==> src/gpr_pkg.sv <==
// Shared constants, types and the arctangent table for the grid point rotator.
// Depends on nothing; imported by gpr_cordic and grid_point_rotator_unit.
`default_nettype none

package gpr_pkg;

    // Grid geometry
    localparam int unsigned GRID_WIDTH  = 256;
    localparam int unsigned GRID_HEIGHT = 256;
    localparam int unsigned PLANE       = GRID_WIDTH * GRID_HEIGHT;

    // Field widths
    localparam int IDX_W    = 20;
    localparam int CTR_W    = 10;
    localparam int ANGLE_W  = 16;
    localparam int OUT_W    = 12;
    localparam int CFG_IDX_W = 2;
    localparam int CFG_DATA_W = 16;
    localparam int S_DATA_W = 24;
    localparam int M_DATA_W = 24;

    // Index split widths
    localparam int PLANE_W = $clog2(PLANE);
    localparam int COL_W   = $clog2(GRID_WIDTH);
    localparam int ROW_W   = $clog2(GRID_HEIGHT);

    // Reciprocal for index mod plane: floor(2^S/D), estimate low by at most one
    localparam int              P_SH    = IDX_W + $clog2(PLANE);
    localparam int              P_RCP_W = IDX_W + 1;
    localparam longint unsigned P_RCP   = (64'd1 << P_SH) / PLANE;
    localparam int              P_PROD_W = IDX_W + P_RCP_W;

    // Reciprocal for the in-plane offset div grid width
    localparam int              W_SH    = PLANE_W + $clog2(GRID_WIDTH);
    localparam int              W_RCP_W = PLANE_W + 1;
    localparam longint unsigned W_RCP   = (64'd1 << W_SH) / GRID_WIDTH;
    localparam int              W_PROD_W = PLANE_W + W_RCP_W;

    // Rotation arithmetic
    localparam int COEF_W = 18;
    localparam int REL_W  = CTR_W + 1;
    localparam int PROD_W = COEF_W + REL_W;
    localparam int SUM_W  = PROD_W + 1;

    // CORDIC
    localparam int CORDIC_STEPS = 22;
    localparam int STEP_W       = $clog2(CORDIC_STEPS);
    localparam int XY_W         = 33;
    localparam int Z_W          = 25;
    localparam int ATAN_W       = 22;

    localparam logic [ATAN_W-1:0] ATAN_TBL [CORDIC_STEPS] = '{
        22'd2097152, 22'd1238021, 22'd654136, 22'd332050, 22'd166669, 22'd83416,
        22'd41718,   22'd20860,   22'd10430,  22'd5215,   22'd2608,   22'd1304,
        22'd652,     22'd326,     22'd163,    22'd81,     22'd41,     22'd20,
        22'd10,      22'd5,       22'd3,      22'd1
    };

    // Configuration register indexes
    localparam logic [CFG_IDX_W-1:0] CFG_CENTER_COL = 2'd0;
    localparam logic [CFG_IDX_W-1:0] CFG_CENTER_ROW = 2'd1;
    localparam logic [CFG_IDX_W-1:0] CFG_TURN_ANGLE = 2'd2;

    // Coefficient status from the CORDIC unit
    typedef struct packed {
        logic                     busy;
        logic signed [COEF_W-1:0] cos_q;
        logic signed [COEF_W-1:0] sin_q;
    } trig_t;

endpackage

`default_nettype wire

==> src/gpr_cordic.sv <==
// Iterative CORDIC: cosine and sine of the configured angle in Q1.16.
// Depends on gpr_pkg (table, widths, trig_t); one step per cycle.
`default_nettype none

module gpr_cordic (
    input  wire logic                        aclk,
    input  wire logic                        aresetn,
    input  wire logic                        start,
    input  wire logic [gpr_pkg::ANGLE_W-1:0] angle,
    output gpr_pkg::trig_t                   trig
);
    import gpr_pkg::*;

    typedef enum logic [2:0] {
        ST_IDLE = 3'b001,
        ST_RUN  = 3'b010,
        ST_FIN  = 3'b100
    } cordic_state_t;

    localparam logic signed [XY_W-1:0] GAIN_Q30 = 33'sd652032874;
    localparam logic signed [XY_W-1:0] RND_HALF = 33'sd8192;
    localparam logic signed [XY_W-1:0] CLAMP_HI = 33'sd65536;
    localparam logic signed [XY_W-1:0] CLAMP_LO = -33'sd65536;

    cordic_state_t state_reg, state_next;
    logic [STEP_W-1:0]      step_reg, step_next;
    logic signed [XY_W-1:0] x_reg, x_next, y_reg, y_next;
    logic signed [Z_W-1:0]  z_reg, z_next;
    logic [1:0]             quad_reg, quad_next;
    logic signed [COEF_W-1:0] cos_reg, cos_next, sin_reg, sin_next;

    logic signed [XY_W-1:0] dx, dy, xr, yr;
    logic signed [Z_W-1:0]  ang_step;
    logic signed [COEF_W-1:0] cq, sq;

    always_comb begin
        dx       = y_reg >>> step_reg;
        dy       = x_reg >>> step_reg;
        ang_step = $signed({{(Z_W-ATAN_W){1'b0}}, ATAN_TBL[step_reg]});

        xr = (x_reg + RND_HALF) >>> 14;
        yr = (y_reg + RND_HALF) >>> 14;
        if (xr > CLAMP_HI)      cq = COEF_W'(CLAMP_HI);
        else if (xr < CLAMP_LO) cq = COEF_W'(CLAMP_LO);
        else                    cq = COEF_W'(xr);
        if (yr > CLAMP_HI)      sq = COEF_W'(CLAMP_HI);
        else if (yr < CLAMP_LO) sq = COEF_W'(CLAMP_LO);
        else                    sq = COEF_W'(yr);
    end

    always_comb begin
        state_next = state_reg;
        step_next  = step_reg;
        x_next     = x_reg;
        y_next     = y_reg;
        z_next     = z_reg;
        quad_next  = quad_reg;
        cos_next   = cos_reg;
        sin_next   = sin_reg;
        if (start) begin
            state_next = ST_RUN;
            step_next  = '0;
            x_next     = GAIN_Q30;
            y_next     = '0;
            z_next     = $signed({{(Z_W-14-8){1'b0}}, angle[13:0], 8'b0});
            quad_next  = angle[15:14];
        end else begin
            unique case (state_reg)
                ST_IDLE: begin
                end
                ST_RUN: begin
                    if (z_reg >= 0) begin
                        x_next = x_reg - dx;
                        y_next = y_reg + dy;
                        z_next = z_reg - ang_step;
                    end else begin
                        x_next = x_reg + dx;
                        y_next = y_reg - dy;
                        z_next = z_reg + ang_step;
                    end
                    if (step_reg == STEP_W'(CORDIC_STEPS - 1)) begin
                        state_next = ST_FIN;
                    end else begin
                        step_next = step_reg + 1'b1;
                    end
                end
                ST_FIN: begin
                    // fold the quarter turn back in exactly
                    unique case (quad_reg)
                        2'd0: begin cos_next = cq;  sin_next = sq;  end
                        2'd1: begin cos_next = -sq; sin_next = cq;  end
                        2'd2: begin cos_next = -cq; sin_next = -sq; end
                        2'd3: begin cos_next = sq;  sin_next = -cq; end
                    endcase
                    state_next = ST_IDLE;
                end
                default: state_next = ST_IDLE;
            endcase
        end
    end

    always_ff @(posedge aclk) begin
        if (!aresetn) begin
            state_reg <= ST_IDLE;
            step_reg  <= '0;
        end else begin
            state_reg <= state_next;
            step_reg  <= step_next;
        end
        x_reg    <= x_next;
        y_reg    <= y_next;
        z_reg    <= z_next;
        quad_reg <= quad_next;
        cos_reg  <= cos_next;
        sin_reg  <= sin_next;
    end

    assign trig.busy  = (state_reg != ST_IDLE);
    assign trig.cos_q = cos_reg;
    assign trig.sin_q = sin_reg;

endmodule

`default_nettype wire

==> src/grid_point_rotator_unit.sv <==
// Grid point rotator top level: index split, rotation pipeline, config port.
// Depends on gpr_pkg and gpr_cordic.
`default_nettype none

// Takes one linear cell index per beat on s_*, splits it into column and row
// (row taken within one plane), rotates the point counter-clockwise by
// turn_angle about (center_col, center_row) with the row axis pointing down,
// and returns the rounded, saturated coordinates on m_*. The datapath is a
// nine-stage pipeline with a valid bit per stage and per-stage enables, so it
// accepts one index every cycle while the output is ready and fills bubbles
// while the output is stalled. Cosine and sine come from an iterative CORDIC
// that runs after reset and after every write of turn_angle; s_tready stays
// low while it runs. Configuration writes are always taken (cfg_ready high);
// index 3 is ignored. Write the registers only while the pipeline is empty.
module grid_point_rotator_unit (
    input  wire logic                           aclk,
    input  wire logic                           aresetn,
    // configuration write channel
    input  wire logic                           cfg_valid,
    output logic                                cfg_ready,
    input  wire logic [gpr_pkg::CFG_IDX_W-1:0]  cfg_index,
    input  wire logic [gpr_pkg::CFG_DATA_W-1:0] cfg_data,
    // input stream
    input  wire logic                           s_tvalid,
    output logic                                s_tready,
    input  wire logic [gpr_pkg::S_DATA_W-1:0]   s_tdata,  // [19:0] cell_index
    // result stream
    output logic                                m_tvalid,
    input  wire logic                           m_tready,
    output logic [gpr_pkg::M_DATA_W-1:0]        m_tdata   // [11:0] rotated_col,
                                                          // [23:12] rotated_row
);
    import gpr_pkg::*;

    localparam int NSTG = 9;

    // configuration registers
    logic [CTR_W-1:0]   cc_reg, cr_reg;
    logic [ANGLE_W-1:0] angle_reg;
    logic               start_reg;
    logic               cfg_wr;
    logic               busy;

    trig_t trig;

    // pipeline control
    logic [NSTG-1:0] vld_reg, vld_next;
    logic [NSTG-1:0] en;

    // stage payloads
    logic [IDX_W-1:0]    idx1_reg, idx2_reg;
    logic [P_PROD_W-1:0] p1_reg;
    logic [IDX_W-1:0]    m1_reg;
    logic [PLANE_W-1:0]  rem3_reg, rem4_reg, rem5_reg;
    logic [W_PROD_W-1:0] p2_reg;
    logic [ROW_W-1:0]    q5_reg;
    logic [PLANE_W-1:0]  m2_reg;
    logic [COL_W-1:0]    col6_reg;
    logic [ROW_W-1:0]    row6_reg;
    logic signed [PROD_W-1:0] pcc_reg, psr_reg, psc_reg, pcr_reg;
    logic signed [SUM_W-1:0]  sumc_reg, sumr_reg;
    logic signed [OUT_W-1:0]  outc_reg, outr_reg;

    // stage next values
    logic [P_PROD_W-1:0] p1_next;
    logic [IDX_W-1:0]    q1, m1_next, r1;
    logic [PLANE_W-1:0]  rem3_next;
    logic [W_PROD_W-1:0] p2_next;
    logic [ROW_W-1:0]    q2;
    logic [PLANE_W-1:0]  m2_next, r2;
    logic [COL_W-1:0]    col6_next;
    logic [ROW_W-1:0]    row6_next;
    logic signed [REL_W-1:0]  rel_c, rel_r;
    logic signed [PROD_W-1:0] pcc_next, psr_next, psc_next, pcr_next;
    logic signed [SUM_W-1:0]  cc_q16, cr_q16, sumc_next, sumr_next;
    logic signed [OUT_W-1:0]  outc_next, outr_next;

    // Round half away from zero on Q16, then saturate to the output range.
    function automatic logic signed [OUT_W-1:0] round_sat(input logic signed [SUM_W-1:0] v);
        logic [SUM_W-1:0] mag;
        logic [SUM_W-1:0] rmag;
        logic             neg;
        neg  = v[SUM_W-1];
        mag  = neg ? SUM_W'(-v) : SUM_W'(v);
        rmag = (mag + SUM_W'(32768)) >> 16;
        if (!neg && rmag > SUM_W'(2047))      round_sat = OUT_W'(2047);
        else if (neg && rmag > SUM_W'(2048))  round_sat = OUT_W'(-2048);
        else if (neg)                         round_sat = OUT_W'(-$signed(rmag));
        else                                  round_sat = OUT_W'(rmag);
    endfunction

    // ---------------------------------------------------------------------
    // Configuration: always ready; restart the CORDIC on every angle write
    // ---------------------------------------------------------------------
    assign cfg_ready = 1'b1;
    assign cfg_wr    = cfg_valid && cfg_ready;

    always_ff @(posedge aclk) begin
        if (!aresetn) begin
            cc_reg    <= '0;
            cr_reg    <= '0;
            angle_reg <= '0;
            start_reg <= 1'b1;
        end else begin
            start_reg <= cfg_wr && (cfg_index == CFG_TURN_ANGLE);
            if (cfg_wr) begin
                unique case (cfg_index)
                    CFG_CENTER_COL: cc_reg    <= cfg_data[CTR_W-1:0];
                    CFG_CENTER_ROW: cr_reg    <= cfg_data[CTR_W-1:0];
                    CFG_TURN_ANGLE: angle_reg <= cfg_data[ANGLE_W-1:0];
                    default: ;
                endcase
            end
        end
    end

    gpr_cordic u_cordic (
        .aclk    (aclk),
        .aresetn (aresetn),
        .start   (start_reg),
        .angle   (angle_reg),
        .trig    (trig)
    );

    assign busy = start_reg || trig.busy;

    // ---------------------------------------------------------------------
    // Pipeline control: a stage advances when empty or when the next one does
    // ---------------------------------------------------------------------
    always_comb begin
        en[NSTG-1] = !vld_reg[NSTG-1] || m_tready;
        for (int k = NSTG - 2; k >= 0; k--) begin
            en[k] = !vld_reg[k] || en[k+1];
        end
    end

    assign s_tready = en[0] && !busy;

    always_comb begin
        vld_next = vld_reg;
        if (en[0]) vld_next[0] = s_tvalid && s_tready;
        for (int k = 1; k < NSTG; k++) begin
            if (en[k]) vld_next[k] = vld_reg[k-1];
        end
    end

    always_ff @(posedge aclk) begin
        if (!aresetn) begin
            vld_reg <= '0;
        end else begin
            vld_reg <= vld_next;
        end
    end

    // ---------------------------------------------------------------------
    // Datapath
    // ---------------------------------------------------------------------
    always_comb begin
        // stage 1: reciprocal product for index mod plane
        p1_next = P_PROD_W'(s_tdata[IDX_W-1:0]) * P_PROD_W'(P_RCP);

        // stage 2: quotient estimate times plane size
        q1      = IDX_W'(p1_reg >> P_SH);
        m1_next = IDX_W'(q1 * PLANE);

        // stage 3: remainder with one correction
        r1 = idx2_reg - m1_reg;
        if (r1 >= PLANE) rem3_next = PLANE_W'(r1 - PLANE);
        else             rem3_next = PLANE_W'(r1);

        // stage 4: reciprocal product for div grid width
        p2_next = W_PROD_W'(rem3_reg) * W_PROD_W'(W_RCP);

        // stage 5: row estimate times grid width
        q2      = ROW_W'(p2_reg >> W_SH);
        m2_next = PLANE_W'(q2 * GRID_WIDTH);

        // stage 6: column and row with one correction
        r2 = rem5_reg - m2_reg;
        if (r2 >= GRID_WIDTH) begin
            col6_next = COL_W'(r2 - GRID_WIDTH);
            row6_next = q5_reg + 1'b1;
        end else begin
            col6_next = COL_W'(r2);
            row6_next = q5_reg;
        end

        // stage 7: offsets from the centre and the four products
        rel_c    = $signed(REL_W'(col6_reg)) - $signed(REL_W'(cc_reg));
        rel_r    = $signed(REL_W'(cr_reg)) - $signed(REL_W'(row6_reg));
        pcc_next = PROD_W'(trig.cos_q) * PROD_W'(rel_c);
        psr_next = PROD_W'(trig.sin_q) * PROD_W'(rel_r);
        psc_next = PROD_W'(trig.sin_q) * PROD_W'(rel_c);
        pcr_next = PROD_W'(trig.cos_q) * PROD_W'(rel_r);

        // stage 8: add the centre in Q16
        cc_q16    = $signed(SUM_W'({cc_reg, 16'b0}));
        cr_q16    = $signed(SUM_W'({cr_reg, 16'b0}));
        sumc_next = cc_q16 + SUM_W'(pcc_reg) - SUM_W'(psr_reg);
        sumr_next = cr_q16 - (SUM_W'(psc_reg) + SUM_W'(pcr_reg));

        // stage 9: round and saturate into the output register
        outc_next = round_sat(sumc_reg);
        outr_next = round_sat(sumr_reg);
    end

    always_ff @(posedge aclk) begin
        if (en[0]) begin
            idx1_reg <= s_tdata[IDX_W-1:0];
            p1_reg   <= p1_next;
        end
        if (en[1]) begin
            idx2_reg <= idx1_reg;
            m1_reg   <= m1_next;
        end
        if (en[2]) rem3_reg <= rem3_next;
        if (en[3]) begin
            rem4_reg <= rem3_reg;
            p2_reg   <= p2_next;
        end
        if (en[4]) begin
            rem5_reg <= rem4_reg;
            q5_reg   <= q2;
            m2_reg   <= m2_next;
        end
        if (en[5]) begin
            col6_reg <= col6_next;
            row6_reg <= row6_next;
        end
        if (en[6]) begin
            pcc_reg <= pcc_next;
            psr_reg <= psr_next;
            psc_reg <= psc_next;
            pcr_reg <= pcr_next;
        end
        if (en[7]) begin
            sumc_reg <= sumc_next;
            sumr_reg <= sumr_next;
        end
        if (en[8]) begin
            outc_reg <= outc_next;
            outr_reg <= outr_next;
        end
    end

    assign m_tvalid = vld_reg[NSTG-1];
    assign m_tdata  = {outr_reg, outc_reg};

    // ---------------------------------------------------------------------
    // Assertions
    // ---------------------------------------------------------------------
`ifndef SYNTHESIS
    // hold off input while the coefficients are being recomputed
    a_no_accept_busy: assert property (@(posedge aclk) disable iff (!aresetn)
        busy |-> !s_tready)
        else $error("input accepted while CORDIC busy");

    // an angle write must restart the coefficient unit
    a_angle_restart: assert property (@(posedge aclk) disable iff (!aresetn)
        (cfg_valid && cfg_ready && (cfg_index == CFG_TURN_ANGLE)) |=> busy)
        else $error("angle write did not restart CORDIC");

    // finished coefficients stay within plus and minus one
    a_coef_range: assert property (@(posedge aclk) disable iff (!aresetn)
        !busy |-> ((trig.cos_q <= 18'sd65536) && (trig.cos_q >= -18'sd65536) &&
                   (trig.sin_q <= 18'sd65536) && (trig.sin_q >= -18'sd65536)))
        else $error("coefficient out of range");
`endif

endmodule

`default_nettype wire
==> config.mk <==
export PLATFORM = sky130hd
export DESIGN_NAME = grid_point_rotator_unit
export DESIGN_NICKNAME = d
export VERILOG_FILES = /design/src/gpr_pkg.sv /design/src/gpr_cordic.sv /design/src/grid_point_rotator_unit.sv
export SDC_FILE = /design/constraint.sdc
export NUM_CORES = 2
export LEC_CHECK = 0
export BUFFER_PORTS_ARGS = -buffer_cell sky130_fd_sc_hd__buf_2
export CORE_MARGIN = 3
export CORE_UTILIZATION = 30
export CTS_CLUSTER_SIZE = 30
export DETAILED_ROUTE_END_ITERATION = 8
export GPL_ROUTABILITY_DRIVEN = 0
export PLACE_DENSITY_LB_ADDON = 0.25
export SLEW_MARGIN = 15
export SYNTH_ARGS = -nofsm -noshare
export SYNTH_HDL_FRONTEND = slang
export SYNTH_SLANG_ARGS = --single-unit
==> constraint.sdc <==
create_clock -name aclk -period 9.1 [get_ports aclk]
set_input_delay 0.455 -clock aclk [delete_from_list [all_inputs] [get_ports aclk]]
set_output_delay 0.455 -clock aclk [all_outputs]
set_load 0.05 [all_outputs]
* After elaboration in Yosys (flattened, before gate mapping)
Memory sizes are Yosys's and may differ from the RTL's. Index checks and enable logic that the tools add are counted.
Storage, ports and cells: RAM bits 0, register bits 499, latch bits 0, memories 1, input port bits 47, memory bits (read-only) 704, word-level logic and storage cells 170, output and inout bits 27
Operators by class: bitwise logic cells 5, $mul 4, div/mod/pow operators 0, add/sub/neg operators 28, reductions and logical operators 40, order comparisons 12, equality and inequality tests 13, mux-type cells 25, shift-type cells 2
Memory list:
- (name not given) | words 32, width 22, rd ports 1, clocked after Yosys merged registers in 0, wr ports 0, RTL line gpr_cordic.sv:39 | ang_step = $signed({{(Z_W-ATAN_W){1'b0}}, ATAN_TBL[step_reg]});
Operators with widths (count):
- one-hot mux 18 bit (4 select lines) | 2
- multiplier 18 x 11 -> 29 bit | 4
- two-way mux 22 bit | 4
- two-way mux 18 bit | 4
- adder 33 x 15 -> 33 bit, second input constant | 2
- adder 33 bit | 2
- two-way mux 33 bit | 2
- >>> shifter 33 x 5 -> 33 bit | 2
- subtractor 33 bit | 2
- adder 30 x 16 -> 30 bit, second input constant | 2
- two-way mux 30 bit | 2
- negator 30 bit | 2
- two-way mux 12 bit | 4
- greater-than comparator 19 x 18 -> 1 bit, second input constant | 2
- < comparator 19 x 17 -> 1 bit, second input constant | 2
- negator 18 bit | 2
- adder 27 x 29 -> 30 bit | 1
- adder 29 x 29 -> 30 bit | 1
- subtractor 27 x 30 -> 30 bit | 1
- subtractor 30 x 29 -> 30 bit | 1
- greater-than comparator 14 x 11 -> 1 bit, second input constant | 2
- greater-than comparator 14 x 12 -> 1 bit, second input constant | 2
- adder 25 x 23 -> 25 bit | 1
- >= comparator 25 x 1 -> 1 bit, second input constant | 1
- other kinds (38) | 79

* Longest topological paths before layout
word-level depth 12, gate-level depth with buffers 35, depth with buffers taken out 33

* Cells and area by module
From an unflattened synthesis, not the netlist that was laid out.
Unflattened totals: cells, all modules 7170, area total of the unflattened synthesis 64958.6 µm²
By module, submodules not included:
- grid_point_rotator_unit | seq. area each 9809.4 µm², area an instance 46398.2 µm², times used 1, cells an instance 4809
- gpr_cordic | seq. area each 3263.1 µm², area an instance 18560.3 µm², times used 1, cells an instance 2361

* Worst setup path after synthesis
No wires, ideal clock.
path type reg2reg, start point register cr_reg[0], end point register pcr_reg[27] (data pin), required time 8842 ps, period minus slack after synthesis 7339 ps, setup time 258 ps, path slack 1761 ps, data arrival time 7082 ps, stages on the path, launching flop included 34, buffers on the path 2, cells stage by stage dfxtp_1 > inv_1 > ha_1 > fa_1 > nor2b_1 > o21ai_0 > nand2b_1 > a21oi_1 > o21bai_1 > a21o_1 > nand2_1 > nor2b_1 > xnor2_1 > clkbuf_1 > clkbuf_1 > nor2b_1 > fa_1 > fa_1 > fa_1 > fa_1 > inv_1 > fa_1 > inv_1 > ha_1 > a21oi_1 > o22ai_1 > a31o_2 > a21oi_1 > a31oi_1 > and4_1 > nor4_1 > o21bai_1 > a21oi_1 > xnor2_1
Between the ends: longest elaborated chain between the ends 2
RTL lines:
- start: declaration | RTL line grid_point_rotator_unit.sv:38 | logic [CTR_W-1:0] cc_reg, cr_reg;
- start signal: assignment | RTL line grid_point_rotator_unit.sv:109 | CFG_CENTER_ROW: cr_reg <= cfg_data[CTR_W-1:0];
- subtractor 10 x 8 -> 11 bit | RTL line grid_point_rotator_unit.sv:190 | rel_r = $signed(REL_W'(cr_reg)) - $signed(REL_W'(row6_reg));
- multiplier 18 x 11 -> 29 bit | RTL line grid_point_rotator_unit.sv:194 | pcr_next = PROD_W'(trig.cos_q) * PROD_W'(rel_r);
- via pcr_next[27] | RTL line grid_point_rotator_unit.sv:74 | logic signed [PROD_W-1:0] pcc_next, psr_next, psc_next, pcr_next;
- end signal: assignment | RTL line grid_point_rotator_unit.sv:234 | pcr_reg <= pcr_next;
- end: declaration | RTL line grid_point_rotator_unit.sv:60 | logic signed [PROD_W-1:0] pcc_reg, psr_reg, psc_reg, pcr_reg;
The timed path passes the listed nets, and every way through them passes these cells. A chain may end at the register's enable or synchronous reset.

* Worst setup path after layout
start point register cr_reg[0], end point register pcr_reg[28] (data pin)
Same word-level chain as after synthesis.

==> results.md <==
- Status: finished clean
- Number of enable flip-flop cells after synthesis: 348
- Switching share of power: 0.488
- Arr. time, crit path: 8.83 ns
- Share of cells above drive strength 1: 0.0741
- Final period util: 0.923
- Slew HR: 0.152
- Fin. Hold Viols: 0
- Busiest layer in global routing: met2
- Worst Hold End: angle_reg[13]$_SDFFE_PN0P_
- Cell Rows: 170
- Post-CTS Setup Bufs: 0
- Non-filler cells, final: 9,964
- Worst r2r path cells: 31
- Area of the mapped netlist: 0.0651 mm²
- Clock Tree Root: clkbuf_16
- Setup slack after layout: 0.701 ns
- First-pass GRT wire length: 294,000 µm
- Slew Limit Fails: 0
- Worst R2R Setup Slack: 0.70 ns
- Fmax achieved: 119 MHz
- Finished Core Util: 0.329
- Setup TNS: 0 ns
- H-tree Lvls: 2
- Hold Path Depth: 3
- Worst reg2reg path endpoint: pcr_reg[28]$_DFFE_PP_
- Die width: 472 µm
- Warning count from the yosys run: 0
- RSZ-0062 raised after global routing: false
- Antenna-violating nets left: 0
- CTS tree: yes
- Post-route cell area: 0.0708 mm²
- Syn nets: 8,426
- Sink Count: 479
- Clk_lat worst skew: 0.70 ns
- Dpl hpwl: 143,000 µm
- Number of synthesized register bits: 479
- Clock share of power: 0.092
- Pre-CTS WS: 0.787 ns
- Total global-route track usage: 0.166
- Req. time, crit path: 9.53 ns
- Reg clk slew, reported paths: 0.07 ns
- Grt met3 use: 0.0156
- Crit-path most repeated cell: fa_1
- DR pass1 iterations: 5
- Die H: 472 µm
- Grt ovf: 0
- Max cap viols: 0
- IO Pins: 74
- Sequential share of power: 0.160
- Combinational share of power: 0.747
- Worst-Margin Slew: 1.24 ns
- Grt met2 use: 0.273
- Net Sw Power: 0.0131 W
- Via count: 50,472
- Leakage: 31.1 nW
- Worst Hold Class: input pin to register
- Final wirelength: 186,000 µm
- Final Net Count: 8,332
- Worst r2r src: cr_reg[0]$_SDFFE_PN0P_
- Initial antenna violation count: 0
- Number of global-route vias before repair: 50,526
- Die ar.: 0.223 mm²
- Startpoint Class: register
- Hold Crit Start: cfg_data[13]
- Area Growth Syn to Fin: 8.81%
- Critical path peak fanout: 20
- Avg WL per Cell: 18.6 µm
- CP peak stage delay: 0.69 ns
- Met1 usage: 0.232
- Crit. End Element: register
- Core area: 0.215 mm²
- Max clock buf depth: 3
- Final setup violation count: 0
- Largest net degree at the start of global routing: 73
- Post-Place Cells: 9,837
- Slowest-stage cell, CP: o31ai_1
- Clock skew: 0.0581 ns
- Port bufs: 64
- Netlist cell types: 114
- Syn Inst Count: 7,171
- Seq/Total Area, Yosys: 0.201
- Syn_area_per_cell: 9.08 µm²
- Vias/cell: 5.07
- Initial DRC Count: 3,598
- Cts bufs inserted: 58
- Async SR Flop Fraction: 0
- Initial Utilization: 0.302
- Filler Cells Inserted: 22,314
- Area after DPL: 0.0686 mm²
- Int Pwr: 0.0137 W
- WS Path Type: register to register
- Final min period: 8.40 ns
- Ys flop type: edfxtp_1
- Worst vdd ir: 0.476 mV
- PD cells: 379 mW/mm²
- DRC: 0
[layer usage]
metal / vias to the layer above / part of all wire
met3: 250 / 0.051
li1: 23542 / -
met2: 1411 / 0.46
met5: - / 0
met1: 25269 / 0.45
met4: 0 / 0.032
[cell type report]
class	count	area [µm²]	area share
multi-input combinational	5186	46300	0.654
sequential	479	13100	0.185
inverter	1137	4270	0.0603
tap	2838	3550	0.0501
timing repair buffer	215	1560	0.0220
clock buffer	67	1560	0.0220
clock inverter	41	475	0.00671
antenna	1	2.50	0.0000353
[how the worst max path moves through the flow]
stage / from / endpoint / cells after the start
finish: cr_reg[0]$_SDFFE_PN0P_ / pcr_reg[28]$_DFFE_PP_ / 31
CTS: cr_reg[0]$_SDFFE_PN0P_ / pcr_reg[28]$_DFFE_PP_ / 31
floorplan: cr_reg[0]$_SDFFE_PN0P_ / pcr_reg[27]$_DFFE_PP_ / 33
global route: cc_reg[2]$_SDFFE_PN0P_ / pcc_reg[27]$_DFFE_PP_ / 33
detailed placement: row6_reg[1]$_DFFE_PP_ / pcr_reg[28]$_DFFE_PP_ / 29
global placement: row6_reg[1]$_DFFE_PP_ / pcr_reg[26]$_DFFE_PP_ / 29
[cell usage after synthesis, types with 43 or more instances]
cell	number	area [µm²]
and2_1	314	1960
o21a_1	43	323
xor2_1	123	1080
mux2i_1	69	691
nand3_1	114	571
a211oi_1	50	375
nor2b_1	226	1410
and3_1	44	275
ha_1	461	5770
dfxtp_1	131	2620
o21ai_0	226	1130
a21oi_1	306	1530
nor3_1	108	541
mux4_2	86	1940
a31oi_1	51	319
nand2_1	730	2740
nor2_1	380	1430
fa_1	747	15000
clkbuf_1	296	1110
xnor2_1	289	2530
nand2b_1	71	444
a21o_1	84	631
inv_1	1131	4250
edfxtp_1	348	10500
[cells in the final DEF, fill, tap and decap left out, types with 51 or more instances in the layout]
cell type	count
buf_2	64
xnor2_1	281
clkbuf_16	60
inv_1	1130
o21ai_0	226
mux2i_1	69
dfxtp_1	124
nand2_1	728
xor2_1	118
buf_4	128
mux4_2	86
nor2b_1	226
nor3_1	107
a31oi_1	51
a21oi_1	306
edfxtp_1	348
fa_1	746
nand3_1	114
nor2_1	377
nand2b_1	71
a21o_1	84
and2_1	313
ha_1	461
[critical path: cells and delay by family, from the launching register on]
family	cells	cell delay (ns)
compound gates	8	2.11
xor+xnor	2	0.25
fa+ha+maj	8	3.48
buf+inv	5	0.83
flops	1	0.43
simple gates	8	1.00
[cell families after synthesis]
logic type / count (synthesis) / synth area share
AOI/OAI and AO/OA: 1161 / 0.118
muxes: 199 / 0.0496
other: 1 / 0.0000576
xor gates and xnor gates: 412 / 0.0554
buffers and inverters: 1506 / 0.0900
DFF: 479 / 0.201
and+or+nand+nor: 2205 / 0.168
adders and majority gates: 1208 / 0.318
[power groups by stage]
stage / Sequential, W / Combinational, W / Clock [W]
floorplan: 0.00435 / 0.0152 / 0
global placement: 0.00434 / 0.0200 / 0
detailed placement: 0.00436 / 0.0202 / 0
CTS: 0.00431 / 0.0203 / 0.00258
global route: 0.00436 / 0.0230 / 0.00266
finish: 0.00431 / 0.0201 / 0.00249
[through the flow]
stage / hold slack [ns] / power (W)
final: 0.0770 / 0.0269
after global routing: 0.0394 / 0.0301
after CTS: 0.0240 / 0.0272
after detailed placement: 0.405 / 0.0245
after global placement: 0.405 / 0.0244
after floorplan: 0.400 / 0.0196
[timing repair]
item | in CTS | in global routing
hold endpoints to repair | 18 | 0
hold buffers | 18 | 0
resized for setup | 0 | 0
No activity file was read; power rests on OpenSTA's default activity.
